File: src/sefg_ram.sv
// Generic single-write, single-read RAM with registered read data.
// No dependencies.
module sefg_ram #(
  parameter int WIDTH = 32,
  parameter int DEPTH = 25
) (
  input  logic                     clk,
  input  logic                     we,
  input  logic [$clog2(DEPTH)-1:0] waddr,
  input  logic [WIDTH-1:0]         wdata,
  input  logic [$clog2(DEPTH)-1:0] raddr,
  output logic [WIDTH-1:0]         rdata
);

  logic [WIDTH-1:0] mem [DEPTH];

  always_ff @(posedge clk) begin
    if (we) begin
      mem[waddr] <= wdata;
    end
    rdata <= mem[raddr];
  end

endmodule

File: config.mk
export PLATFORM = sky130hd
export DESIGN_NAME = sefg_ram
export DESIGN_NICKNAME = d
export VERILOG_FILES = /design/src/sefg_ram.sv
export SDC_FILE = /design/constraint.sdc
export NUM_CORES = 1
export LEC_CHECK = 0
export BUFFER_PORTS_ARGS = -buffer_cell sky130_fd_sc_hd__buf_2
export CORE_AREA = 2 2 266 268
export DETAILED_ROUTE_END_ITERATION = 16
export DIE_AREA = 0 0 268 270
export PLACE_DENSITY = 0.59
export REMOVE_ABC_BUFFERS = 1
export SLEW_MARGIN = 20
export SYNTH_ARGS = -nofsm -noshare
export SYNTH_HDL_FRONTEND = slang
export SYNTH_SLANG_ARGS = --single-unit
File: constraint.sdc
create_clock -name clk -period 3.5 [get_ports clk]
set_clock_uncertainty 0.2 [all_clocks]
set_input_delay 0 -clock clk [delete_from_list [all_inputs] [get_ports clk]]
set_output_delay 0 -clock clk [all_outputs]
set_load 0.01 [all_outputs]
==> reports/metrics.csv <==
stage,metric,value,unit
status,status,"complete, no violations",
timing,min cycle time layout,2.79,ns
clock_network,CTS tree,built,
worst_setup_path,critical path arrival,2.88,ns
finish,final layout net count,1612,
finish,area growth from synthesis to layout,16.5,%
finish,"commonest cells after routing, fill and taps aside","edfxtp_1 (800), mux4_2 (183), clkbuf_16 (88), buf_2 (72), buf_4 (51)",
worst_setup_path,CP Launch Type,primary input,
routing,DR pass1 iterations,7,
global_routing,initial antenna violation count,3,
floorplanning,Die W,268,µm
routing,DR vias/cell,5.71,
placed_design,placed instance area,0.0330,mm²
synthesis,post-synthesis average cell area,22.7,µm²
run,# Max-Cap Violations,0,
timing,period utilization,0.798,
routing,Final ANT Viol Nets,0,
timing,Fmax,358,MHz
clock_network,root buffer cell,clkbuf_16,
floorplanning,Starting Density,0.446,
placed_design,# port buffers,75,
worst_setup_path,CP peak stage delay,0.72,ns
synthesis,synthesized flop and latch total,832,
power,P per Cell Area,576,mW/mm²
worst_hold_path,HP Class,primary input to flip-flop,
power,Worst VDD drop,0.307,mV
synthesis,Synth Area in Adders,0,
synthesis,post-synth top area share,0.775,
worst_setup_path,Worst path most repeated cell,dlygate4sd3_1,
timing,actual slew at the worst max-slew pin,1.07,ns
finish,"most common cell after layout, fill and taps aside",edfxtp_1,
synthesis,Compound-Gate Fraction of Synth Area,0.0313,
timing,final setup TNS,0,ns
global_routing,largest net degree at the start of global routing,89,
worst_setup_path,crit path kind,primary input to flip-flop,
synthesis,Yosys cell types,41,
synthesis,post-synthesis sequential area ratio,0.796,
synthesis,Mapped Cells,1364,
clock_network,H-tree levels,3,
floorplanning,Chip Height,270,µm
clock_network,CTS max path bufs,3,
worst_setup_path,CP max FO,15,
floorplanning,IO Pins,76,
clock_network,clk sinks,832,
global_routing,total global-route track usage,0.203,
synthesis,cell taking the most area after synthesis,edfxtp_1,
floorplanning,cell row count,97,
worst_setup_path,worst endpoint required time,3.58,ns
timing,final setup margin,0.706,ns
timing,Slew Limit Headroom,0.281,
finish,post-route cell area,0.0361,mm²
worst_setup_path,"Slowest-stage cell, CP",dlygate4sd3_1,
power,total power,0.0208,W
global_routing,first-pass GRT wire length,105000,µm
synthesis,Simple-Gate Fraction of Synth Area,0.0209,
clock_network,Post-CTS Setup Inserts,0,
placed_design,Post-DP HPWL,42500,µm
timing,final hold violations,0,
clock_network,clock latency at the later pin of the worst-skew pair,0.62,ns
routing,total number of vias,14700,
floorplanning,die area,0.0724,mm²
synthesis,Syn. warnings,0,
clock_network,clock slew at reported path FFs,0.06,ns
timing,Slew Limit Fails,0,
clock_network,Num CTS Buffers,85,
power,LEAKAGE,11.3,nW
finish,Layout fillers,5451,
finish,layout cell share with drive strength beyond 1,0.294,
synthesis,Post-Synth XOR/XNOR Area,0,
synthesis,post-synthesis mux area share,0.138,
global_routing,vias in the first global route,15300,
placed_design,worst slack at placement,1.08,ns
worst_setup_path,CP bufs+invs,4,
global_routing,GRT overflow,0,
timing,Min Hold Slack,0.0272,ns
worst_setup_path,Top Family by Delay on Critical Path,buffers and inverters,
routing,DRC errors left,0,
floorplanning,Core ar.,0.0695,mm²
routing,Wirelength per Cell,28.0,µm
synthesis,Mapped Area,0.0310,mm²
timing,RSZ-0062 raised after global routing,no,
synthesis,main combinational cell family by area after synthesis,multiplexers,
routing,DR iter-0 viols,1417,
timing,final setup vio count,0,
placed_design,GPL Wtd Cong,0.796,
routing,final wirelength,72200,µm
worst_setup_path,crit-path cells,dlygate4sd3_1 -> buf_2 -> or3b_2 -> dlygate4sd3_1 -> nor2_4 -> buf_4,
synthesis,"top cells by area, synth","edfxtp_1 (78%), mux4_2 (13%), dfxtp_1 (2.1%), o22ai_1 (0.77%), a22oi_1 (0.73%)",
worst_setup_path,Setup crit end kind,flip-flop,
-- metrics by stage --
| step | instances | utilization |
|---|---|---|
| after floorplan | 1300 | - |
| after detailed placement | 2379 | 0.475 |
| after CTS | 2578 | 0.519 |
| after global routing | 2580 | 0.519 |
| after global placement | 2379 | 0.475 |
| final | 2581 | 0.519 |
-- power by group --
part / switching, W / internal (W)
clock network: 0.00364 / 0.00503
logic: 0.000606 / 0.000405
registers: 0.0000480 / 0.0111
-- metal layers --
layer | vias to the layer above | wire [µm] | track usage
met5 | - | 0 | 0
met4 | 0 | 1310 | 0.0515
met3 | 84 | 4270 | 0.0325
met2 | 482 | 35700 | 0.327
met1 | 7941 | 31000 | 0.291
li1 | 6235 | - | -
-- flip-flops by register name, summed over array words and instances, names as in the netlist --
name,flops
mem,800
rdata,32
-- cell usage after synthesis --
library cell / count
a211oi_1: 2
nor3b_2: 1
a311oi_1: 2
nand3_1: 18
a22oi_1: 30
a221oi_1: 2
o21ai_1: 1
nor2_1: 46
o211ai_1: 20
or3_1: 1
a22oi_2: 11
nand3b_1: 5
o22ai_1: 38
buf_8: 3
o32ai_1: 1
buf_6: 10
nor2_2: 1
a221oi_2: 1
mux2i_1: 11
inv_1: 3
or3b_2: 2
clkbuf_1: 22
a2111oi_0: 2
buf_4: 9
mux4_2: 183
dfxtp_1: 32
and2_1: 2
nor3_1: 1
mux2_2: 5
o21ai_0: 20
o221a_1: 2
nand2_1: 35
or2_2: 1
edfxtp_1: 800
nor2b_1: 6
nand2b_1: 3
buf_2: 19
or4_1: 2
nor4b_1: 9
buf_1: 1
clkinv_1: 1
-- worst min-delay path, delay by kind of cell --
family                 cells  cell delay, ns
and+or+nand+nor            2            0.52
buffers and inverters      1            0.13
-- final timing paths --
check | from | to | slack (ns) | cells past startpoint
worst max-delay path | waddr[4] | mem[5][29]$_DFFE_PP_ | 0.71 | 6
worst min-delay path | waddr[2] | mem[1][24]$_DFFE_PP_ | 0.03 | 3
worst max register to register | mem[23][5]$_DFFE_PP_ | rdata[5]$_DFF_P_ | 1.29 | 5
worst min register to register | mem[24][15]$_DFFE_PP_ | rdata[15]$_DFF_P_ | 0.36 | 2
-- layout make-up --
type                            instances  area (µm²)  share of cell area
Timing Repair Buffer                  181        1470              0.0407
Tap cell                              940        1180              0.0326
Multi-Input combinational cell        464        6100               0.169
Antenna cell                            3        7.51            0.000208
Clock inverter                         26         231             0.00641
Inverter                                4        15.0            0.000416
Clock buffer                          131        2440              0.0677
Sequential cell                       832       24700               0.683
-- cell families (layout without fill, tap and decap cells) --
| kind of cell | after synthesis | in the layout |
|---|---|---|
| other | 0 | 3 |
| AND/OR/NAND/NOR | 133 | 133 |
| flip-flops | 832 | 832 |
| buffers and inverters | 68 | 342 |
| AO/OA/AOI/OAI | 132 | 132 |
| multiplexers | 199 | 199 |
-- timing repair --
| item | 4_1_cts | 5_1_grt |
|---|---|---|
| resized for setup | 0 | 0 |
| hold buffers | 42 | 0 |
| hold endpoints to repair | 877 | 0 |
No activity file was read; power rests on OpenSTA's default activity.
